==> src/rtl/sfd_pkg.sv <==
// ============================================================================
// sfd_pkg: shared types and constants for the frame deframer
// Result codes, frame geometry constants and the byte-wide CRC-16 update.
// ============================================================================
package sfd_pkg;

    localparam int unsigned POS_W = 9;               // byte position, saturates
    localparam logic [POS_W-1:0] POS_SAT   = 9'd256;
    localparam logic [POS_W-1:0] POS_OVR   = 9'd255; // beyond 255 bytes
    localparam logic [POS_W-1:0] MIN_SIZE  = 9'd5;
    localparam logic [POS_W-1:0] FRAME_OVH = 9'd4;
    localparam logic [7:0]       MAX_LEN   = 8'd251;

    localparam logic [15:0] CRC_INIT = 16'hFFFF;
    localparam logic [15:0] CRC_POLY = 16'h1021;

    typedef enum logic [1:0] {
        KIND_CMD     = 2'd0,
        KIND_PAYLOAD = 2'd1,
        KIND_STATUS  = 2'd2
    } kind_t;

    typedef enum logic [1:0] {
        ST_OK       = 2'd0,
        ST_BAD_SHORT = 2'd1,
        ST_LEN_ERR  = 2'd2,
        ST_CRC_ERR  = 2'd3
    } status_t;

    typedef struct packed {
        logic       valid;
        kind_t      kind;
        logic [7:0] value;
        status_t    status;
    } result_t;

    // CRC-16/CCITT-FALSE, MSB first, one byte
    function automatic logic [15:0] crc_byte(input logic [15:0] crc_in,
                                             input logic [7:0]  b);
        logic [15:0] c;
        c = crc_in ^ {b, 8'h00};
        for (int i = 0; i < 8; i++) begin
            if (c[15]) begin
                c = {c[14:0], 1'b0} ^ CRC_POLY;
            end else begin
                c = {c[14:0], 1'b0};
            end
        end
        return c;
    endfunction

endpackage

==> src/rtl/sfd_parser.sv <==
// ============================================================================
// sfd_parser: per-byte frame state and result decode
// Tracks position, length, running CRC and error flags; decodes one result.
// ============================================================================
module sfd_parser (
    input  logic                aclk,
    input  logic                aresetn,
    input  logic [7:0]          start_byte,
    input  logic                in_accept,
    input  logic [7:0]          data_byte,
    input  logic                end_of_buffer,
    output sfd_pkg::result_t    result
);

    logic [sfd_pkg::POS_W-1:0] pos_reg, pos_next;
    logic [7:0]                len_reg, len_next;
    logic [15:0]               crc_reg, crc_next;
    logic [7:0]                rxh_reg, rxh_next;
    logic                      bad_reg, bad_next;
    logic                      ovr_reg, ovr_next;

    logic                      len_ok;
    logic [sfd_pkg::POS_W-1:0] len_p1, len_p2, len_p4, size;
    logic [15:0]               crc_upd;

    always_comb begin
        bad_next = (pos_reg == '0) ? (data_byte != start_byte) : bad_reg;
        len_next = (pos_reg == 9'd1) ? data_byte : len_reg;
        len_ok   = (len_next != 8'd0) && (len_next <= sfd_pkg::MAX_LEN);
        len_p1   = {1'b0, len_next} + 9'd1;
        len_p2   = {1'b0, len_next} + 9'd2;
        len_p4   = {1'b0, len_next} + sfd_pkg::FRAME_OVH;
        size     = pos_reg + 9'd1;

        crc_upd  = sfd_pkg::crc_byte(crc_reg, data_byte);
        crc_next = (pos_reg < 9'd2 || pos_reg < len_p2) ? crc_upd : crc_reg;
        rxh_next = (pos_reg >= 9'd2 && pos_reg == len_p2) ? data_byte : rxh_reg;
        ovr_next = ovr_reg || (pos_reg >= sfd_pkg::POS_OVR);
        pos_next = (pos_reg < sfd_pkg::POS_SAT) ? pos_reg + 9'd1 : pos_reg;

        result        = '0;
        result.kind   = sfd_pkg::KIND_CMD;
        result.status = sfd_pkg::ST_OK;
        if (end_of_buffer) begin
            result.valid = 1'b1;
            result.kind  = sfd_pkg::KIND_STATUS;
            if (size < sfd_pkg::MIN_SIZE || bad_next) begin
                result.status = sfd_pkg::ST_BAD_SHORT;
            end else if (!len_ok || ovr_next || size != len_p4) begin
                result.status = sfd_pkg::ST_LEN_ERR;
            end else if ({rxh_next, data_byte} == crc_next) begin
                result.status = sfd_pkg::ST_OK;
            end else begin
                result.status = sfd_pkg::ST_CRC_ERR;
            end
        end else if (!bad_next && len_ok && pos_reg >= 9'd2) begin
            if (pos_reg == 9'd2) begin
                result.valid = 1'b1;
                result.kind  = sfd_pkg::KIND_CMD;
                result.value = data_byte;
            end else if (pos_reg <= len_p1) begin
                result.valid = 1'b1;
                result.kind  = sfd_pkg::KIND_PAYLOAD;
                result.value = data_byte;
            end
        end
    end

    always_ff @(posedge aclk) begin
        if (!aresetn || (in_accept && end_of_buffer)) begin
            pos_reg <= '0;
            len_reg <= '0;
            crc_reg <= sfd_pkg::CRC_INIT;
            rxh_reg <= '0;
            bad_reg <= 1'b0;
            ovr_reg <= 1'b0;
        end else if (in_accept) begin
            pos_reg <= pos_next;
            len_reg <= len_next;
            crc_reg <= crc_next;
            rxh_reg <= rxh_next;
            bad_reg <= bad_next;
            ovr_reg <= ovr_next;
        end
    end

    // a buffer end always returns the frame state to its start
    a_clear_on_end: assert property (@(posedge aclk) disable iff (!aresetn)
        in_accept && end_of_buffer |=> pos_reg == '0 && crc_reg == sfd_pkg::CRC_INIT)
        else $error("frame state not cleared after buffer end");

    a_pos_sat: assert property (@(posedge aclk) disable iff (!aresetn)
        pos_reg <= sfd_pkg::POS_SAT)
        else $error("byte position past saturation");

endmodule

==> src/rtl/serial_frame_deframer_crc16.sv <==
// ============================================================================
// serial_frame_deframer_crc16: length-prefixed frame parser, CRC-16 check
// Streams out command and payload bytes of a buffer and one status per buffer.
// ============================================================================
//
//  channel  dir  tdata (low bit up)          tuser   tlast
//  s_       in   [7:0] data_byte             -       end_of_buffer
//  m_       out  [7:0] value, [9:8] status   kind    -
//  cfg_     in   [7:0] start_byte (cfg_we)   -       -
//
// One byte per cycle while s_tready is high: each accepted transaction runs
// through the parser's frame registers and the byte-wide CRC update, and any
// result lands in the output register (or the skid register if m_tready is low) on that edge.
// A skid register behind the output register keeps s_tready independent of
// m_tready; input stalls only while the skid holds a result.
// Reset (aresetn low, synchronous) empties both result registers, clears the
// frame state and sets start_byte to zero.
//
module serial_frame_deframer_crc16 (
    input  logic        aclk,
    input  logic        aresetn,
    // configuration
    input  logic        cfg_we,
    input  logic [7:0]  cfg_wdata,     // start_byte
    // byte stream in
    input  logic        s_tvalid,
    output logic        s_tready,
    input  logic [7:0]  s_tdata,       // [7:0] data_byte
    input  logic        s_tlast,       // end_of_buffer
    // results out
    output logic        m_tvalid,
    input  logic        m_tready,
    output logic [15:0] m_tdata,       // [7:0] value, [9:8] status, rest zero
    output logic [1:0]  m_tuser        // kind
);

    logic [7:0]        start_byte_reg;
    logic              in_accept;
    sfd_pkg::result_t  new_res;

    // output register and skid register
    sfd_pkg::result_t  out_reg, out_next;
    sfd_pkg::result_t  skid_reg, skid_next;
    logic              out_load;

    always_ff @(posedge aclk) begin
        if (!aresetn) begin
            start_byte_reg <= '0;
        end else if (cfg_we) begin
            start_byte_reg <= cfg_wdata;
        end
    end

    assign s_tready  = !skid_reg.valid;
    assign in_accept = s_tvalid && s_tready;

    sfd_parser u_parser (
        .aclk          (aclk),
        .aresetn       (aresetn),
        .start_byte    (start_byte_reg),
        .in_accept     (in_accept),
        .data_byte     (s_tdata),
        .end_of_buffer (s_tlast),
        .result        (new_res)
    );

    // output slot is free when empty or being taken this cycle
    assign out_load = !out_reg.valid || m_tready;

    always_comb begin
        out_next  = out_reg;
        skid_next = skid_reg;
        if (skid_reg.valid) begin
            // no input accepted; drain the skid first
            if (out_load) begin
                out_next       = skid_reg;
                skid_next.valid = 1'b0;
            end
        end else if (in_accept && new_res.valid) begin
            if (out_load) begin
                out_next = new_res;
            end else begin
                skid_next = new_res;
            end
        end else if (out_load) begin
            out_next.valid = 1'b0;
        end
    end

    always_ff @(posedge aclk) begin
        if (!aresetn) begin
            out_reg  <= '0;
            skid_reg <= '0;
        end else begin
            out_reg  <= out_next;
            skid_reg <= skid_next;
        end
    end

    assign m_tvalid = out_reg.valid;
    assign m_tdata  = {6'd0, out_reg.status, out_reg.value};
    assign m_tuser  = out_reg.kind;

    // skid only fills behind a stalled output
    a_skid_behind_out: assert property (@(posedge aclk) disable iff (!aresetn)
        skid_reg.valid |-> out_reg.valid)
        else $error("skid holds a result while output register is empty");

    a_status_value_zero: assert property (@(posedge aclk) disable iff (!aresetn)
        m_tvalid && m_tuser == sfd_pkg::KIND_STATUS |-> m_tdata[7:0] == 8'd0)
        else $error("status transaction with nonzero value");

    a_data_status_zero: assert property (@(posedge aclk) disable iff (!aresetn)
        m_tvalid && m_tuser != sfd_pkg::KIND_STATUS |-> m_tdata[9:8] == 2'd0)
        else $error("data transaction with nonzero status");

    a_last_gives_status: assert property (@(posedge aclk) disable iff (!aresetn)
        in_accept && s_tlast |-> new_res.valid && new_res.kind == sfd_pkg::KIND_STATUS)
        else $error("buffer end without status result");

endmodule
==> config.mk <==
export PLATFORM = sky130hd
export DESIGN_NAME = serial_frame_deframer_crc16
export DESIGN_NICKNAME = d
export VERILOG_FILES = /design/src/rtl/sfd_pkg.sv /design/src/rtl/sfd_parser.sv /design/src/rtl/serial_frame_deframer_crc16.sv
export SDC_FILE = /design/constraint.sdc
export NUM_CORES = 1
export LEC_CHECK = 0
export BUFFER_PORTS_ARGS = -buffer_cell sky130_fd_sc_hd__buf_2
export CORE_MARGIN = 2
export CORE_UTILIZATION = 30
export DETAILED_ROUTE_END_ITERATION = 6
export SLEW_MARGIN = 20
export SYNTH_ARGS = -nofsm -noshare
export SYNTH_HDL_FRONTEND = slang
export SYNTH_SLANG_ARGS = --single-unit
==> constraint.sdc <==
create_clock -name aclk -period 14.95 [get_ports aclk]
set_input_delay 2.99 -clock aclk [delete_from_list [all_inputs] [get_ports aclk]]
set_output_delay 2.99 -clock aclk [all_outputs]
set_load 0.01 [all_outputs]
==> impl_results.md <==
- CTS Root Buffer Type: clkbuf_16
- Maximum fanout count along the critical path: 17
- Post-Place Cells: approximately 840
- Cell type of the slowest stage on the worst timing path: nor2_2
- Hold Violations, Final: 0
- Switch Pwr: about 190 uW
- Summed instance area of the synthesized netlist: about 5200 sq um
- Pin count of the biggest net entering global routing: 37
- Count of distinct cell types in the synthesized netlist: 57
- CTS clk-pin slew, worst paths: ~70 ps
- Antenna violations before repair: 0
- Max-Cap Viols: 0
- Min-delay src: u_parser.bad_reg
- N_diodes: 0
- Global routing usage summed across all routing layers: between 10 and 15%
- Final Max Tran Viols: 0
- Global placer's final weighted congestion: 0.932
- TritonCTS clock tree: done
- Detail Route Antenna Nets: 0
- First DRT Iteration DRCs: 262
- Total Routed Length: 13300 um
- Number of flops mapped to enable cells by yosys: 0
- Async set or reset register ratio after synthesis: 0%
- Dominant cell by count in the synthesized netlist: dfxtp_1
- Hold depth: 2
- Rel. slew slack: 34.6%
- Via total after detailed routing: approximately 4300
- Cell family with most CP delay: simple AND/OR/NAND/NOR gates
- Effective utilization at floorplan: 30.5%
- Number of gates given a new drive strength after cts: 0
- Setup repair after global routing missed its margin: false
- Floorplan die width: about 140 um
- Share of total power in combinational logic: between 20% and 30%
- Count of boundary I/O pins: 42
- Count of buffer and inverter cells on the critical path: 2
- Fraction of power consumed by sequential logic: between 30% and 40%
- Startpoint-to-endpoint class of the critical path: primary input to flip-flop
- Synthesized instance count: 618
- Port Buffer Count: 35
- Outcome: complete, no violations
- Number of clock sinks: slightly below 80
- Critical path required time: between 15000 and 20000 ps
- Int Pwr: 420 uW
- Largest area contributor in the netlist: dfxtp_1
- Pin slew with the least headroom to its limit: roughly 980 ps
- Wire per inst: about 16 um
- Critical path cell sequence: buf_2, mux2i_1, inv_1, ha_1, and3_1, and2_1, xnor2_1, nand2_1, o21ai_0, ha_1, nand4_1, a31oi_1, a21boi_0, nor2_2, mux2i_1, xor2_1, nor4_1, nand4_1, o211ai_1, a31oi_1
- Power density over cell area: 105 nW/um^2
- Combinational family with the most area after synthesis: simple AND/OR/NAND/NOR gates
- Final cycle utilization of the critical path: 50.5%
- Min-Delay Path Class: flip-flop to flip-flop
- Overall die height: around 140 um
- Seq cells post-synth: 77
- Core Footprint: between 15000 and 20000 sq um
- Adder and majority cell fraction of the synthesized area: between 6 and 7%
- Switching share of total power: between 30% and 40%
- Number of global-route vias before repair: 3966
- Xor and xnor area share after synthesis: between 10% and 20%
- Fmax: about 130 MHz
- Sort of element at the end of the critical path: flip-flop
- Compound-Gate Fraction of Synth Area: between 10% and 20%
- Total setup buffers inserted after CTS: 0
- Post-synthesis mux area share: between 10 and 15%
- Simple-gate area share of the yosys netlist: a little under a fifth
- Minimum setup slack in the final design: roughly 7400 ps
- Portion of the post-synthesis area used by sequential elements: 29.5%
- Number of cells on the worst reg-to-reg path: 21
- Most common library cells after synthesis: dfxtp_1 (77), nand2_1 (76), mux2i_1 (50)
- Reg2Reg Setup Slack: approximately 8500 ps
- CP arrival: 7740 ps
- Post-cts hold buffer count: 0
- Minimum period implied by the final worst setup slack: 7550 ps
- CP peak stage delay: 730 ps
- H-tree levels: 3
- Dominant cells by area after synthesis: dfxtp_1 (29%), mux2i_1 (9.6%), xor2_1 (7.7%)
- Final global-route overflow total: 0
- Routed via count divided by cell count: 5.05
- Most common flop cell mapped by yosys: dfxtp_1
- Fin Setup TNS: 0 ps
- Yosys warns: 0
- Cell Rows: between 40 and 50
- Share of layout cells above drive strength 1: between 10% and 20%
- Post-Place Worst Slack: 7100 ps
- Share of Yosys cell area claimed by the top area cell type: around 29%
- Area growth syn-to-layout: 11.0%
- Fill cell instance count of the final layout: 1814
- Total CTS buffers: 9
- Worst r2r dst: m_tdata[9]
- Beginning of the worst register-to-register path: u_parser.pos_reg[2]
- Latest clock arrival within the worst-skew pair: roughly 340 ps
- Total die area: approximately 19000 sq um
- Share of total power in the clock network: 40.2%
- Number of nets at the end of the flow: approximately 670
- Detail Placement HPWL: about 9600 um
- DRT Pass-1 Iters: 5
- Global-route wire length before repair: between 20000 and 25000 um
- Final Non-Filler Cells: between 800 and 900
- # DRC: 0
- Flip-flop count of the largest register, all copies and words added: 16
- Final-report setup violation count: 0
- Final worst clock skew: between 7 and 8 ps
- Largest buffer count on any clock path: 2
- Mean instance size in the synthesized netlist: 8.47 sq um
- Startpoint type of the worst setup path: primary input
- Worst vdd ir: ~0.000061 V
- End point of the most critical hold path: u_parser.bad_reg
- Leak Pwr: approximately 0.0025 uW
- WP depth: 20
==> power by group through the flow <==
stage               clock (uW)  sequential (uW)  combinational [uW]
global placement             0              231                 137
finish                     244              226                 137
detailed placement           0              231                 136
floorplan                    0              229                 106
global route               259              228                 152
CTS                        250              226                 137
==> final cells by class <==
cell class | instances | area [sq um] | share of cell area, %
multi-input cells | 484 | 3420 | 58.8
well taps | 225 | 282 | 4.84
clock buffers | 9 | 225 | 3.88
inverters | 15 | 56.3 | 0.969
repair buffers | 36 | 183 | 3.14
clock inverters | 7 | 105 | 1.81
flip-flops and latches | 77 | 1540 | 26.5
==> stage by stage <==
step | cell area [sq um] | utilization, % | hold slack (ps) | total power [uW]
floorplan | 5250 | - | 436 | 335
global placement | 5480 | 31.9 | 450 | 368
detailed placement | 5480 | 31.9 | 454 | 367
CTS | 5810 | 33.8 | 468 | 614
global route | 5810 | 33.8 | 484 | 639
finish | 5810 | 33.8 | 464 | 608
==> worst reg2reg max path, stage by stage, from the launching register on <==
cell and delay, ps:
dfxtp_1 430, nor4_4 530, and4b_1 690, mux2i_1 710, inv_1 160, ha_1 300, and3_1 260, and2_1 180
xnor2_1 120, nand2_1 70, o21ai_0 100, ha_1 310, nand4_1 90, a31oi_1 60, a21boi_0 180, nor2_2 730
mux2i_1 350, xor2_1 100, nor4_1 410, nand4_1 230, o211ai_1 230, a31oi_1 90
==> routing by layer <==
| metal | share of wire (%) | GRT usage (%) |
|---|---|---|
| met5 | 0 | 0 |
| met4 | 2.7 | 7.35 |
| met3 | 5.3 | 2.16 |
| met2 | 45 | 22.9 |
| met1 | 47 | 20.4 |
==> kinds of logic (layout without fill, tap and decap cells) <==
family	count (synthesis)	count (layout)
AOI/OAI and AO/OA	104	104
adders and majority gates	29	29
DFF	77	77
muxes	52	52
xor gates and xnor gates	88	88
buffers and inverters	62	67
other	1	6
and+or+nand+nor	205	205
==> cells in the final DEF, fill, tap and decap left out, types with 3 or more instances in the layout <==
| master | count |
|---|---|
| a211oi_1 | 7 |
| a21boi_0 | 11 |
| a21oi_1 | 14 |
| a22oi_1 | 8 |
| a31oi_1 | 5 |
| a41oi_1 | 3 |
| and2_1 | 4 |
| and3_1 | 8 |
| buf_2 | 35 |
| clkbuf_16 | 9 |
| conb_1 | 6 |
| dfxtp_1 | 77 |
| ha_1 | 29 |
| inv_1 | 14 |
| mux2i_1 | 50 |
| nand2_1 | 76 |
| nand3_1 | 24 |
| nand4_1 | 6 |
| nor2_1 | 48 |
| nor2b_1 | 15 |
| nor3_1 | 6 |
| nor4_1 | 7 |
| o211a_1 | 12 |
| o211ai_1 | 13 |
| o21a_1 | 3 |
| o21ai_0 | 10 |
| o22ai_1 | 3 |
| xnor2_1 | 42 |
| xor2_1 | 46 |
==> worst max path at each step <==
stage               start    endpoint  slack [ps]
2_1_floorplan  s_tdata[2]  m_tdata[9]        8010
4_1_cts        s_tdata[2]  m_tdata[9]        7450
3_5_place_dp   s_tdata[2]  m_tdata[9]        7100
3_3_place_gp   s_tdata[2]  m_tdata[9]        7240
5_1_grt        s_tdata[2]  m_tdata[9]        6910
6_report       s_tdata[2]  m_tdata[9]        7400
(Power assumes the default switching activity.)
